--- src/hw/rtl/efa_pkg.sv ---
// Types, constants and the CRC-32 byte update for the FCS append core.
// No dependencies.
`default_nettype none

package efa_pkg;

    localparam int unsigned BYTE_W    = 8;
    localparam int unsigned CRC_W     = 32;
    localparam int unsigned FCS_IDX_W = 2;

    localparam logic [CRC_W-1:0]     CRC_INIT     = 32'hFFFF_FFFF;
    localparam logic [CRC_W-1:0]     CRC_POLY     = 32'hEDB8_8320;
    localparam logic [FCS_IDX_W-1:0] FCS_IDX_LAST = 2'd3;

    typedef struct packed {
        logic [BYTE_W-1:0] frame_byte;
        logic              frame_end;
    } t_in_item;

    typedef struct packed {
        logic [BYTE_W-1:0] out_byte;
        logic              is_fcs;
        logic              out_end;
    } t_out_item;

    typedef struct packed {
        logic [BYTE_W-1:0] data;
        logic              last;
        logic [CRC_W-1:0]  fcs;
    } t_q_entry;

    function automatic logic [CRC_W-1:0] crc_fold_byte(
        input logic [CRC_W-1:0]  crc,
        input logic [BYTE_W-1:0] b
    );
        logic [CRC_W-1:0] c;
        c = crc ^ {{(CRC_W-BYTE_W){1'b0}}, b};
        for (int k = 0; k < BYTE_W; k++) begin
            c = (c >> 1) ^ (c[0] ? CRC_POLY : '0);
        end
        return c;
    endfunction

endpackage

`default_nettype wire

--- src/hw/rtl/ethernet_fcs_append_core.sv ---
// Path: an accepted byte is written into the queue, then into the output register.
// Throughput: one output byte per cycle while i_stall is low; a frame's end
// adds four FCS bytes; the queue absorbs input until it fills and stalls.
// Reset: CRC returns to all ones, queue empties, output valid drops.
// Depends on efa_pkg, efa_front, efa_fifo, efa_back.
`default_nettype none

module ethernet_fcs_append_core #(
    parameter int unsigned QUEUE_DEPTH = 4
) (
    input  wire                  i_clk,
    input  wire                  i_rst_n,
    input  wire                  i_valid,
    output logic                 o_stall,
    input  efa_pkg::t_in_item    i_item,
    output logic                 o_valid,
    input  wire                  i_stall,
    output efa_pkg::t_out_item   o_item
);
    import efa_pkg::*;

    logic     push;
    logic     pop;
    logic     q_empty;
    logic     q_full;
    t_q_entry wr_entry;
    t_q_entry rd_entry;

    efa_front u_front (
        .i_clk   (i_clk),
        .i_rst_n (i_rst_n),
        .i_valid (i_valid),
        .o_stall (o_stall),
        .i_item  (i_item),
        .i_full  (q_full),
        .o_push  (push),
        .o_entry (wr_entry)
    );

    efa_fifo #(
        .DEPTH (QUEUE_DEPTH)
    ) u_fifo (
        .i_clk   (i_clk),
        .i_rst_n (i_rst_n),
        .i_push  (push),
        .i_entry (wr_entry),
        .i_pop   (pop),
        .o_entry (rd_entry),
        .o_empty (q_empty),
        .o_full  (q_full)
    );

    efa_back u_back (
        .i_clk   (i_clk),
        .i_rst_n (i_rst_n),
        .i_entry (rd_entry),
        .i_empty (q_empty),
        .o_pop   (pop),
        .o_valid (o_valid),
        .i_stall (i_stall),
        .o_item  (o_item)
    );

endmodule

`default_nettype wire

--- src/hw/rtl/efa_front.sv ---
// Front end: accepts frame bytes, updates the running CRC-32, queues entries.
// Depends on efa_pkg.
`default_nettype none

module efa_front (
    input  wire                  i_clk,
    input  wire                  i_rst_n,
    input  wire                  i_valid,
    output logic                 o_stall,
    input  efa_pkg::t_in_item    i_item,
    input  wire                  i_full,
    output logic                 o_push,
    output efa_pkg::t_q_entry    o_entry
);
    import efa_pkg::*;

    logic [CRC_W-1:0] r_crc;
    logic [CRC_W-1:0] n_crc;

    assign o_stall = i_full;
    assign o_push  = i_valid && !i_full;
    assign n_crc   = crc_fold_byte(r_crc, i_item.frame_byte);

    always_comb begin
        o_entry.data = i_item.frame_byte;
        o_entry.last = i_item.frame_end;
        o_entry.fcs  = ~n_crc;
    end

    always_ff @(posedge i_clk) begin
        if (!i_rst_n) begin
            r_crc <= CRC_INIT;
        end else if (o_push) begin
            r_crc <= i_item.frame_end ? CRC_INIT : n_crc;
        end
    end

endmodule

`default_nettype wire

--- src/hw/rtl/efa_fifo.sv ---
// Short register queue between front and back ends.
// Depends on efa_pkg.
`default_nettype none

module efa_fifo #(
    parameter int unsigned DEPTH = 4
) (
    input  wire                  i_clk,
    input  wire                  i_rst_n,
    input  wire                  i_push,
    input  efa_pkg::t_q_entry    i_entry,
    input  wire                  i_pop,
    output efa_pkg::t_q_entry    o_entry,
    output logic                 o_empty,
    output logic                 o_full
);
    import efa_pkg::*;

    localparam int unsigned AW = (DEPTH > 1) ? $clog2(DEPTH) : 1;
    localparam int unsigned CW = $clog2(DEPTH + 1);
    localparam logic [AW-1:0] PTR_LAST = AW'(DEPTH - 1);
    localparam logic [CW-1:0] CNT_FULL = CW'(DEPTH);

    t_q_entry        r_mem [DEPTH];
    logic [AW-1:0]   r_wr;
    logic [AW-1:0]   r_rd;
    logic [CW-1:0]   r_cnt;
    logic            wr_en;
    logic            rd_en;

    assign o_empty = (r_cnt == '0);
    assign o_full  = (r_cnt == CNT_FULL);
    assign wr_en   = i_push && !o_full;
    assign rd_en   = i_pop && !o_empty;
    assign o_entry = r_mem[r_rd];

    always_ff @(posedge i_clk) begin
        if (wr_en) begin
            r_mem[r_wr] <= i_entry;
        end
    end

    always_ff @(posedge i_clk) begin
        if (!i_rst_n) begin
            r_wr  <= '0;
            r_rd  <= '0;
            r_cnt <= '0;
        end else begin
            if (wr_en) begin
                r_wr <= (r_wr == PTR_LAST) ? '0 : r_wr + AW'(1);
            end
            if (rd_en) begin
                r_rd <= (r_rd == PTR_LAST) ? '0 : r_rd + AW'(1);
            end
            if (wr_en && !rd_en) begin
                r_cnt <= r_cnt + CW'(1);
            end else if (rd_en && !wr_en) begin
                r_cnt <= r_cnt - CW'(1);
            end
        end
    end

endmodule

`default_nettype wire

--- src/hw/rtl/efa_back.sv ---
// Back end: drains queued bytes to the output register, appends four FCS bytes.
// Depends on efa_pkg.
`default_nettype none

module efa_back (
    input  wire                  i_clk,
    input  wire                  i_rst_n,
    input  efa_pkg::t_q_entry    i_entry,
    input  wire                  i_empty,
    output logic                 o_pop,
    output logic                 o_valid,
    input  wire                  i_stall,
    output efa_pkg::t_out_item   o_item
);
    import efa_pkg::*;

    logic                 r_valid;
    t_out_item            r_item;
    logic                 r_pend;
    logic [CRC_W-1:0]     r_fcs;
    logic [FCS_IDX_W-1:0] r_idx;
    logic                 load;

    assign load    = !r_valid || !i_stall;
    assign o_pop   = load && !r_pend && !i_empty;
    assign o_valid = r_valid;
    assign o_item  = r_item;

    always_ff @(posedge i_clk) begin
        if (load) begin
            if (r_pend) begin
                r_item.out_byte <= r_fcs[BYTE_W-1:0];
                r_item.is_fcs   <= 1'b1;
                r_item.out_end  <= (r_idx == FCS_IDX_LAST);
                r_fcs           <= r_fcs >> BYTE_W;
            end else begin
                r_item.out_byte <= i_entry.data;
                r_item.is_fcs   <= 1'b0;
                r_item.out_end  <= 1'b0;
                r_fcs           <= i_entry.fcs;
            end
        end
    end

    always_ff @(posedge i_clk) begin
        if (!i_rst_n) begin
            r_valid <= 1'b0;
            r_pend  <= 1'b0;
            r_idx   <= '0;
        end else if (load) begin
            if (r_pend) begin
                r_valid <= 1'b1;
                r_idx   <= r_idx + FCS_IDX_W'(1);
                if (r_idx == FCS_IDX_LAST) begin
                    r_pend <= 1'b0;
                end
            end else if (!i_empty) begin
                r_valid <= 1'b1;
                r_pend  <= i_entry.last;
                r_idx   <= '0;
            end else begin
                r_valid <= 1'b0;
            end
        end
    end

endmodule

`default_nettype wire

--- config.mk ---
export PLATFORM = sky130hd
export DESIGN_NAME = ethernet_fcs_append_core
export DESIGN_NICKNAME = d
export VERILOG_FILES = /design/src/hw/rtl/efa_pkg.sv /design/src/hw/rtl/ethernet_fcs_append_core.sv /design/src/hw/rtl/efa_front.sv /design/src/hw/rtl/efa_fifo.sv /design/src/hw/rtl/efa_back.sv
export SDC_FILE = /design/constraint.sdc
export NUM_CORES = 1
export LEC_CHECK = 0
export BUFFER_PORTS_ARGS = -buffer_cell sky130_fd_sc_hd__buf_2
export CAP_MARGIN = 20
export CORE_MARGIN = 8
export CORE_UTILIZATION = 50
export CTS_CLUSTER_SIZE = 12
export DETAILED_ROUTE_END_ITERATION = 8
export PLACE_DENSITY = 0.66
export SLEW_MARGIN = 20
export SYNTH_ARGS = -nofsm -noshare
export SYNTH_HDL_FRONTEND = slang
export SYNTH_SLANG_ARGS = --single-unit
--- constraint.sdc ---
create_clock -name i_clk -period 2.8 [get_ports i_clk]
set_input_delay 0 -clock i_clk [delete_from_list [all_inputs] [get_ports i_clk]]
set_output_delay 0 -clock i_clk [all_outputs]
set_load 0.1 [all_outputs]
# == Yosys cells after proc, flatten, opt, wreduce, memory -nomap -nowiden ==
# Memory sizes are Yosys's and may differ from the RTL's. A register that Yosys moved wholly into a read port is not among the register bits.
# Index checks and enable logic that the tools add are counted.
# word_totals
ff_bits,85
mem_bits_rw,164
in_bits,13
out_inout_bits,12
word_cells,77
n_memories,1
# op_classes
n_addsub,5
eq_ne,5
mux,26
n_bitwise,10
reduce_logical,18
# memory_table
memory,words,word_bits,rd,rd_clocked_by_memory_dff,wr,line,source
u_fifo.r_mem,4,41,1,1,1,efa_fifo.sv:24,t_q_entry r_mem [DEPTH];
# op_table
cell,n
$mux W32,9
$xor A31 B32 Y32,8
$not A32 Y32,1
$xor A32 B8 Y32,1
$mux W24,1
$mux W2,6
$mux W10,1
$logic_and A1 B1 Y1,7
$logic_not A1 Y1,7
$mux W1,7
$add A2 B1 Y2 const B,3
$eq A2 B2 Y1 const B,3
$mux W3,2
$add A3 B1 Y3 const B,1
$eq A3 B3 Y1 const B,1
$logic_not A3 Y1,1
$sub A3 B1 Y3 const B,1
$ne A2 B2 Y1 const B,1
$reduce_and A2 Y1,1
$reduce_bool A2 Y1,1
$logic_or A1 B1 Y1,1

# == Longest topological paths before layout ==
# Gate-level depths: netlist of the first run.
# depth
word_depth,18
mapped_depth,11
mapped_depth_nobuf,9

# == Cells and area by module ==
# Synthesis of the first run repeated with hierarchy kept, for this count alone.
# hier_totals
hier_cells,597
area_unflattened_um2,10573.9
# modules_own_cells
mod,instances,cells_per_inst,area_each_um2,seq_area_each_um2
efa_fifo,1,266,6447.4,5104.9
efa_front,1,222,2065.7,640.6
efa_back,1,109,2060.7,1341.3

# == Least setup slack after synthesis of the first run ==
# Ideal clock, no wire load.
# synth_path
path_kind,register -> register
start,reg u_fifo.r_cnt[0]
end,"mem u_fifo.r_mem[0][0] (netlist name), enable pin"
setup_time_ps,446
arrival_time_ps,3997
t_required_ps,2354
path_slack_ps,-1642
path_stages_with_launch,7
n_path_buf,2
synth_period_minus_slack_ps,4442
cell_sequence,dfxtp_1 -> nor3b_1 -> nand2b_1 -> clkbuf_1 -> inv_1 -> clkbuf_1 -> and2_1
# synth_via
elab_chain_len,6
# synth_rtl
element,line,source
start: declaration,efa_fifo.sv:27,logic [CW-1:0] r_cnt;
start signal: assignment,efa_fifo.sv:56,r_cnt <= r_cnt + CW'(1);
start signal: assignment,efa_fifo.sv:58,r_cnt <= r_cnt - CW'(1);
$eq A3 B3 Y1 (*),efa_fifo.sv:32,assign o_full = (r_cnt == CNT_FULL);
via o_stall,ethernet_fcs_append_core.sv:14,"output logic o_stall,"
$logic_not A1 Y1 (*),"efa_front.sv:21, efa_fifo.sv:33",
$logic_and A1 B1 Y1,efa_front.sv:21,assign o_push = i_valid && !i_full;
$logic_and A1 B1 Y1 (*),efa_fifo.sv:33,assign wr_en = i_push && !o_full;
$mux W1 (*),efa_fifo.sv:38,if (wr_en) begin
$mux W1 (implied by the code) (*),efa_fifo.sv:39,r_mem[r_wr] <= i_entry;
end: declaration,efa_fifo.sv:24,
# The timed path passes the listed nets; every way through them passes the cells marked *.

# == Final worst setup path of the first run ==
# layout_path
start,reg u_fifo.r_cnt[2]
end,reg u_fifo.r_cnt[2]
# layout_via
elab_chain_len,7
elab_cells_between_ends,17
# layout_rtl
element
branches (longest 7 deep; another with $sub A3 B1 Y3)
# Parallel ways; which one is timed is not known. The select of a mux whose other input is x is not followed.
# A chain may end at the register's enable or synchronous reset.

==> results of run 1 <==
[state kept, by name, summed over array words and instances (netlist names), 2 cells and up, named ones only]
signal / flops
u_back.r_idx: 2
u_back.o_item: 10
u_fifo.r_wr: 2
u_fifo.r_cnt: 3
u_fifo.r_rd: 2
u_back.r_fcs: 32
u_front.r_crc: 32
u_fifo.r_mem: 164
[cell families (layout without fill, tap and decap cells)]
logic type / count (synthesis) / after routing / share of synthesized area
flip-flops: 251 / 251 / 0.710
multiplexers: 75 / 75 / 0.131
XOR/XNOR: 72 / 72 / 0.0774
AND/OR/NAND/NOR: 68 / 68 / 0.0311
AO/OA/AOI/OAI: 44 / 44 / 0.0291
buffers and inverters: 29 / 104 / 0.0114
adder cells (fa/ha/maj): 8 / 8 / 0.0108
[worst paths after layout]
check | from | endpoint | slack (ns) | depth (start not counted)
worst max-delay path | u_fifo.r_cnt[2]$_SDFFE_PN0P_ | u_fifo.r_cnt[2]$_SDFFE_PN0P_ | 0.44 | 9
worst max register to register | u_fifo.r_cnt[2]$_SDFFE_PN0P_ | u_fifo.r_cnt[2]$_SDFFE_PN0P_ | 0.44 | 9
worst min-delay path | i_item[0] | u_fifo.r_mem[2][32]$_DFFE_PP_ | 0.30 | 2
worst min register to register | u_back.r_idx[0]$_SDFFE_PN0P_ | u_back.r_idx[0]$_SDFFE_PN0P_ | 0.48 | 2
[area by class of cell]
| class | count | area, µm² |
|---|---|---|
| well taps | 265 | 332 |
| multi-input cells | 267 | 2830 |
| clock inverters | 3 | 25.0 |
| repair buffers | 51 | 403 |
| clock buffers | 45 | 772 |
| fillers | 1517 | 8050 |
| flip-flops and latches | 251 | 7100 |
| inverters | 5 | 18.8 |
[metrics by stage]
step	instance area, µm²	cells	hold WS [ns]
floorplan	10000	547	0.0989
global placement	10600	827	0.268
detailed placement	10600	827	0.277
CTS	11500	887	0.277
global route	11500	887	0.306
finish	11500	887	0.296
[placed cells by master (no fill, tap or decap), types with 5 or more instances in the layout]
cell	instances
a21oi_1	22
buf_2	24
buf_4	11
clkbuf_1	14
clkbuf_16	26
clkbuf_8	5
dfxtp_1	39
dfxtp_2	5
dlygate4sd3_1	12
edfxtp_1	206
ha_1	6
mux2_2	32
mux4_2	41
nand2_1	22
nor2_1	22
nor2b_1	8
o2bb2ai_1	16
xnor2_1	33
xnor2_2	14
xor2_1	23
[routing by layer]
| layer | share of wire | routed length (µm) | GRT usage |
|---|---|---|---|
| met1 | 0.43 | 7740 | 0.193 |
| met2 | 0.52 | 9450 | 0.271 |
| met3 | 0.035 | 643 | 0.0230 |
| met4 | 0.015 | 279 | 0.0331 |
| met5 | 0 | 0 | 0 |
[critical path, delay by kind of cell, from the launching register on]
kind / cells / cell delay, ns
simple gates: 3 / 0.65
buf+inv: 2 / 0.39
compound gates: 1 / 0.14
xor+xnor: 1 / 0.19
fa+ha+maj: 2 / 0.58
flops: 1 / 0.33
[where the power goes]
group | total, mW | leakage [nW] | internal, mW | switching, mW
logic | 4.32 | 1.11 | 1.76 | 2.56
clock network | 3.17 | 0.385 | 1.86 | 1.31
registers | 5.87 | 2.31 | 5.57 | 0.303
==> results.cfg, run 1 <==
[clocking]
post_cts_buffers = 0
clkTransAtPathRegs_ns = 0.06
cts_htree_levels = 1
cts_root_buf = clkbuf_16
clock-sinks = 251
ctsLongestPathBuffers = 3
holdBufCountCts = 12
clk-insertion-delay-late_ns = 0.51
numCtsBuffers = 26
cts_resized = 0
cts_tree = done

[power_and_ir_drop]
power_density_nw_per_um2 = 1160
power_mw = 13.4
vdd_ir_drop_max_uv = 882
power.leakage_nw = 3.81

[drt]
wirelength_um = 18100
drc = 0
via_per_inst = 5.42
ant_nets = 0
drt_iter0_drc = 287
vias = 4810
wire_per_inst_um = 20.4
dr.pass1.iters = 4

[placement]
dp_slack_ns = 0.435
io_buffers = 24
gp_congestion = 0.765
hpwl_um = 10600

[run]
maxCapViolCount = 0

[logic_synthesis]
synth_largest_area_cell = edfxtp_1
ys_ff_latch = 251
syn_area_um2 = 9990
yosysWarnings = 0
synth-async-reset-ratio = 0
seq_area_frac_synth = 0.710
synth_common_cells = edfxtp_1, dfxtp_1, mux4_2
yosysMostFrequentCell = edfxtp_1
synth-edff-count = 206
synthTopCellsByArea = edfxtp_1, mux4_2, dfxtp_1
syn_avg_cell_area_um2 = 18.3
synth_fp_nets = 568
synth_ff_type = edfxtp_1
yosysTopAreaCellShare = 0.619
syn_inst = 547
synth_cell_types = 31

[worst_setup_path]
crit_required_ns = 3.24
critPathKind = reg -> reg
cpMaxStageDelayCell = fa_2
cp_common_cell = inv_2
startpoint_type = flip-flop
endpoint_kind = flip-flop
cp_max_fo = 22
arrival_ns = 2.79
path_cells = nor3b_4, nand2b_4, inv_2, ha_4, inv_2, fa_2, xor2_1, or3_1, a21oi_1
cpPeakStageDelay_ns = 0.36

[sta]
tns_ns = 0
maxSlewHeadroom = 0.548
drv_slew = 0
finalWorstPathRequiredPeriod_ns = 2.36
max_slew.worst_pin.slew_ns = 0.678
rsz0062_at_grt = no
setup_viol = 0
clock_skew_ns = 0.00739
fin_crit_sh = 0.842
hold_viol_final = 0
max_freq_mhz = 424
worst_slack_ns = 0.442

[floorplanning]
die_h_um = 157
dieWidth_um = 157
core_area_um2 = 19500
start_util = 0.511
dieArea_um2 = 24700
num_rows = 51
num_io_pins = 25

[global_route]
grt_max_degree = 47
grt_overflow = 0
grt_pass1_wl_um = 29100
grt_pass1_vias = 5200
antenna_found_initial = 0
grt_usage = 0.152

[final_layout]
fin_nets = 623
syn_to_final_growth_pct = 14.9
diodes = 0
utilization = 0.588
drive_gt1_frac = 0.288

[outcome]
status = completed

[hold_path]
hold_path_class = in -> reg
No activity file was read; power rests on OpenSTA's default activity.
==> inputs of run 2 (changes only) <==
--- a/config.mk
+++ b/config.mk
@@ -11,7 +11,7 @@
 export CORE_UTILIZATION = 50
 export CTS_CLUSTER_SIZE = 12
 export DETAILED_ROUTE_END_ITERATION = 8
-export PLACE_DENSITY = 0.66
+export PLACE_DENSITY = 0.69
 export SLEW_MARGIN = 20
 export SYNTH_ARGS = -nofsm -noshare
 export SYNTH_HDL_FRONTEND = slang
==> constraint.sdc (replaced) <==
create_clock -name i_clk -period 2.04 [get_ports i_clk]
set_input_delay 0 -clock i_clk [delete_from_list [all_inputs] [get_ports i_clk]]
set_output_delay 0 -clock i_clk [all_outputs]
set_load 0.1 [all_outputs]
==> run 2 against run 1 <==
  * Maximum frequency up 17%
  * Register-to-register slack worse by 0.41 ns
  * Global-route usage rose by 0.16 points
  * Final area increased by 3.4%
  * Routed wire length grew 1.9%
  * Non-clock buffer count up 25
  * Clock skew increased by 0.0026 ns
  * Count of clock-buffer cells in the layout down 2
  * Combinational power is 52% higher
==> results.cfg, run 2 (synthesis results as in run 1) <==
[final_layout]
largest_register_ffs = 164
final_common_cell = edfxtp_1
diodes = 0
fin_nets = 648
final_cell_mix = edfxtp_1, mux4_2, dfxtp_1, mux2_2, buf_4
syn_to_final_growth_pct = 18.9
top_register = u_fifo.r_mem
reg_top3 = u_fifo.r_mem (164), u_back.r_fcs (32), u_front.r_crc (32)
drive_gt1_frac = 0.338

[worst_setup_path]
cpMaxStageDelayCell = or3_4
cpLargestDelayFamily = simple AND/OR/NAND/NOR gates
critPathKind = reg -> reg
path_cells = or3_4, nand2_4, ha_4, inv_2, fa_2, xor2_1, or3_1, a21oi_2
crit_start = u_fifo.r_cnt[1]$_SDFFE_PN0P_
reg2reg_depth = 8
timing.rr.end = u_fifo.r_cnt[2]$_SDFFE_PN0P_
reg2reg_from = u_fifo.r_cnt[1]$_SDFFE_PN0P_
arrival_ns = 2.45
cpPeakStageDelay_ns = 0.38
rrSetupSlack_ns = 0.03
path_buf_inv = 1
crit_required_ns = 2.49
cp_max_fo = 2
endpoint = u_fifo.r_cnt[2]$_SDFFE_PN0P_
endpoint_kind = flip-flop
cp_num_cells = 8
startpoint_type = flip-flop

[outcome]
status = completed

[sta]
clock_skew_ns = 0.00997
finalWorstPathRequiredPeriod_ns = 2.01
tns_ns = 0
worst_slack_ns = 0.0327
drv_slew = 0
timing.hold.ws_ns = 0.314
hold_viol_final = 0
setup_viol = 0
max_slew.worst_pin.slew_ns = 0.681
max_freq_mhz = 498
fin_crit_sh = 0.984
rsz0062_at_grt = yes
maxSlewHeadroom = 0.543

[global_route]
grt_max_degree = 47
grt_overflow = 0
antenna_found_initial = 0
grt_pass1_vias = 5378
grt_usage = 0.154
grt_pass1_wl_um = 29300

[drt]
via_per_inst = 5.42
ant_nets = 0
dr.pass1.iters = 4
vias = 4941
wire_per_inst_um = 20.2
drt_iter0_drc = 344
drc = 0
wirelength_um = 18500

[clocking]
cts_tree = done
cts_root_buf = clkbuf_16
numCtsBuffers = 26
clock-sinks = 251
ctsLongestPathBuffers = 3
clk-insertion-delay-late_ns = 0.51
clkTransAtPathRegs_ns = 0.06
cts_htree_levels = 1

[floorplanning]
dieArea_um2 = 24700
start_util = 0.511
num_io_pins = 25
core_area_um2 = 19500
dieWidth_um = 157
die_h_um = 157
num_rows = 51

[power_and_ir_drop]
power.leakage_nw = 4.02
power_density_nw_per_um2 = 1610
vdd_ir_drop_max_uv = 546

[placement]
gp_congestion = 0.776
dp_slack_ns = -0.0258
io_buffers = 24
hpwl_um = 11200

[hold_path]
hold_path_class = in -> reg

[run]
maxCapViolCount = 0
[run 2: cell count changes in the layout (fill, tap and decap cells not counted), moves of 2 or more]
cell	delta
xnor2_2	+5
buf_12	+6
o2bb2ai_2	+6
and2_4	+3
nand2_4	+2
o2bb2ai_1	-6
buf_4	+19
xnor2_1	-5
and2_2	-3
clkbuf_8	-2
[run 2: how the worst min path moves through the flow]
stage	startpoint	to	slack (ns)	depth (start not counted)
3_3_place_gp	i_item[7]	u_fifo.r_mem[3][39]$_DFFE_PP_	0.27	1
2_1_floorplan	i_item[0]	u_fifo.r_mem[0][32]$_DFFE_PP_	0.1	0
4_1_cts	i_item[7]	u_fifo.r_mem[1][39]$_DFFE_PP_	0.28	2
6_report	i_item[4]	u_fifo.r_mem[0][36]$_DFFE_PP_	0.31	2
3_5_place_dp	i_item[7]	u_fifo.r_mem[0][39]$_DFFE_PP_	0.28	1
5_1_grt	i_item[4]	u_fifo.r_mem[0][36]$_DFFE_PP_	0.32	2
[run 2: timing repair]
action	4_1_cts	5_1_grt
endpoints found under the hold margin	58	0
setup buffers	0	1
gates resized for setup	1	9
gates cloned	0	0
endpoints found under the setup margin	1	14
hold buffers	12	0
[run 2: stage by stage]
stage / instances / util / power [mW] / cell area (µm²)
2_1_floorplan: 547 / - / 12.8 / 10100
3_3_place_gp: 851 / 0.556 / 14.3 / 10900
3_5_place_dp: 851 / 0.556 / 14.6 / 10900
4_1_cts: 911 / 0.604 / 19.1 / 11800
5_1_grt: 912 / 0.608 / 19.9 / 11900
6_report: 912 / 0.608 / 19.1 / 11900
[run 2: per-layer routing]
layer / wire length (µm) / vias up / global-route usage
li1: - / 2256 / -
met5: 0 / - / 0
met4: 298 / 0 / 0.0453
met3: 712 / 25 / 0.0192
met2: 9540 / 95 / 0.272
met1: 7910 / 2565 / 0.195
[run 2: area by class of cell]
| class | count | area, µm² |
|---|---|---|
| Fill cell | 1411 | 7650 |
| Sequential cell | 251 | 7100 |
| Multi-Input combinational cell | 267 | 2950 |
| Clock buffer | 43 | 766 |
| Timing Repair Buffer | 76 | 666 |
| Tap cell | 265 | 332 |
| Clock inverter | 5 | 47.5 |
| Inverter | 5 | 21.3 |
[run 2: power breakdown]
group          switching (mW)  internal, mW  leakage [nW]
clock network            1.78          2.67         0.395
registers               0.406          7.64          2.31
logic                    3.72          2.85          1.31
==> inputs of run 3 (changes only) <==
==> constraint.sdc (replaced) <==
create_clock -name i_clk -period 2.04 [get_ports i_clk]
set_input_delay 0 -clock i_clk [delete_from_list [all_inputs] [get_ports i_clk]]
set_output_delay 0 -clock i_clk [all_outputs]
set_load 0.005 [all_outputs]
==> run 3 against run 2 <==
  * Maximum frequency rose by 0.89%
  * Final cell count rose by 0.66%
  * First-iteration DRC count fell by 7.6%
  * Critical path type unchanged
  * Largest cell class unchanged
==> results.cfg, run 3 (synthesis results as in run 1) <==
[sta]
max_slew.worst_pin.slew_ns = 0.621
setup_viol = 0
drv_slew = 0
rsz0062_at_grt = yes
worst_slack_ns = 0.0503
max_freq_mhz = 503
maxSlewHeadroom = 0.585
clock_skew_ns = 0.0118
finalWorstPathRequiredPeriod_ns = 1.99
hold_viol_final = 0
fin_crit_sh = 0.975

[drt]
drt_iter0_drc = 318
drc = 0
dr.pass1.iters = 4
ant_nets = 0
wirelength_um = 18600
via_per_inst = 5.32
wire_per_inst_um = 20.3
vias = 4888

[final_layout]
drive_gt1_frac = 0.329
diodes = 0
reg_top3 = u_fifo.r_mem (164), u_back.r_fcs (32), u_front.r_crc (32)
largest_register_ffs = 164
final_cell_mix = edfxtp_1, mux4_2, dfxtp_1, xnor2_1, buf_4
utilization = 0.608
top_register = u_fifo.r_mem
stdcell_area_um2 = 11900
final_common_cell = edfxtp_1
syn_to_final_growth_pct = 19.0
fin_nets = 654

[clocking]
cts_root_buf = clkbuf_16
clk-insertion-delay-late_ns = 0.52
cts_htree_levels = 1
clkTransAtPathRegs_ns = 0.06
cts_tree = done
clock-sinks = 251
numCtsBuffers = 26
ctsLongestPathBuffers = 3

[power_and_ir_drop]
clockPowerShare = 0.247
power.share.combinational = 0.318
switchingPower_mw = 5.12
vdd_ir_drop_max_uv = 674
switching_share = 0.278
internal_power_mw = 13.3
power_density_nw_per_um2 = 1550
power.leakage_nw = 4.02
power_frac_seq = 0.436

[outcome]
status = completed

[worst_setup_path]
startpoint_type = flip-flop
endpoint_kind = flip-flop
arrival_ns = 2.43
crit_required_ns = 2.48
cpPeakStageDelay_ns = 0.39
path_cells = or3_4, nand2_4, ha_4, inv_2, fa_2, xor2_1, or3_1, a21oi_2
rrSetupSlack_ns = 0.05
path_buf_inv = 1
cpLargestDelayFamily = simple AND/OR/NAND/NOR gates
cp_max_fo = 3
cpMaxStageDelayCell = or3_4
critPathKind = reg -> reg

[placement]
dp_slack_ns = 0.0253
gp_congestion = 0.794
placed_area_um2 = 10900
hpwl_um = 11600
io_buffers = 24

[floorplanning]
dieArea_um2 = 24700
core_area_um2 = 19500
die_h_um = 157
num_io_pins = 25
dieWidth_um = 157
num_rows = 51
start_util = 0.511

[global_route]
grt_usage = 0.155
grt_max_degree = 47
grt_overflow = 0
grt_pass1_vias = 5290
grt_pass1_wl_um = 29400
antenna_found_initial = 0

[run]
maxCapViolCount = 0

[hold_path]
hold_path_class = in -> reg
## run 3: path summary, 6_finish.rpt
path | startpoint | endpoint | depth (start not counted)
max | u_fifo.r_cnt[1]$_SDFFE_PN0P_ | u_fifo.r_cnt[2]$_SDFFE_PN0P_ | 8
min | i_item[7] | u_fifo.r_mem[1][39]$_DFFE_PP_ | 2
max reg2reg | u_fifo.r_cnt[1]$_SDFFE_PN0P_ | u_fifo.r_cnt[2]$_SDFFE_PN0P_ | 8
min reg2reg | u_back.r_idx[0]$_SDFFE_PN0P_ | u_back.r_idx[0]$_SDFFE_PN0P_ | 2
## run 3: worst reg2reg max path, stage by stage (launching register included)
cell,delay (ns)
dfxtp_2,0.34
or3_4,0.39
nand2_4,0.08
ha_4,0.14
inv_2,0.04
fa_2,0.34
xor2_1,0.15
or3_1,0.32
a21oi_2,0.11
## run 3: power groups by stage
stage / Combinational, mW / Sequential, mW / Clock, mW
after floorplan: 3.90 / 8.01 / 0
after global placement: 5.66 / 8.07 / 0
after detailed placement: 5.87 / 8.14 / 0
after CTS: 5.92 / 8.04 / 4.64
after global routing: 6.36 / 8.14 / 4.83
final: 5.86 / 8.03 / 4.55
## run 3: final cells by class
class / instances / area, µm²
fillers: 1433 / 7650
clock inverters: 3 / 40.0
inverters: 5 / 21.3
multi-input cells: 267 / 2850
well taps: 265 / 332
clock buffers: 45 / 793
repair buffers: 82 / 748
flip-flops and latches: 251 / 7090
## run 3: stage by stage
stage / TNS (ns) / hold WS [ns] / std cells / power, mW
finish: 0 / 0.293 / 918 / 18.4
global route: -0.0495 / 0.316 / 918 / 19.3
CTS: 0 / 0.282 / 915 / 18.6
detailed placement: 0 / 0.271 / 855 / 14.0
global placement: 0 / 0.270 / 855 / 13.7
floorplan: -0.0119 / 0.0989 / 547 / 11.9
## run 3: what timing repair did
item,CTS,global route
hold buffers,12,0
resized for setup,0,3
buffers inserted,0,3
setup endpoints to repair,0,2
endpoints found under the hold margin,58,0
## run 3: metal layers
| metal | share of wire | wire, µm | track usage |
|---|---|---|---|
| met5 | 0 | 0 | 0 |
| met4 | 0.014 | 265 | 0.0381 |
| met3 | 0.038 | 706 | 0.0222 |
| met2 | 0.51 | 9540 | 0.274 |
| met1 | 0.44 | 8100 | 0.199 |
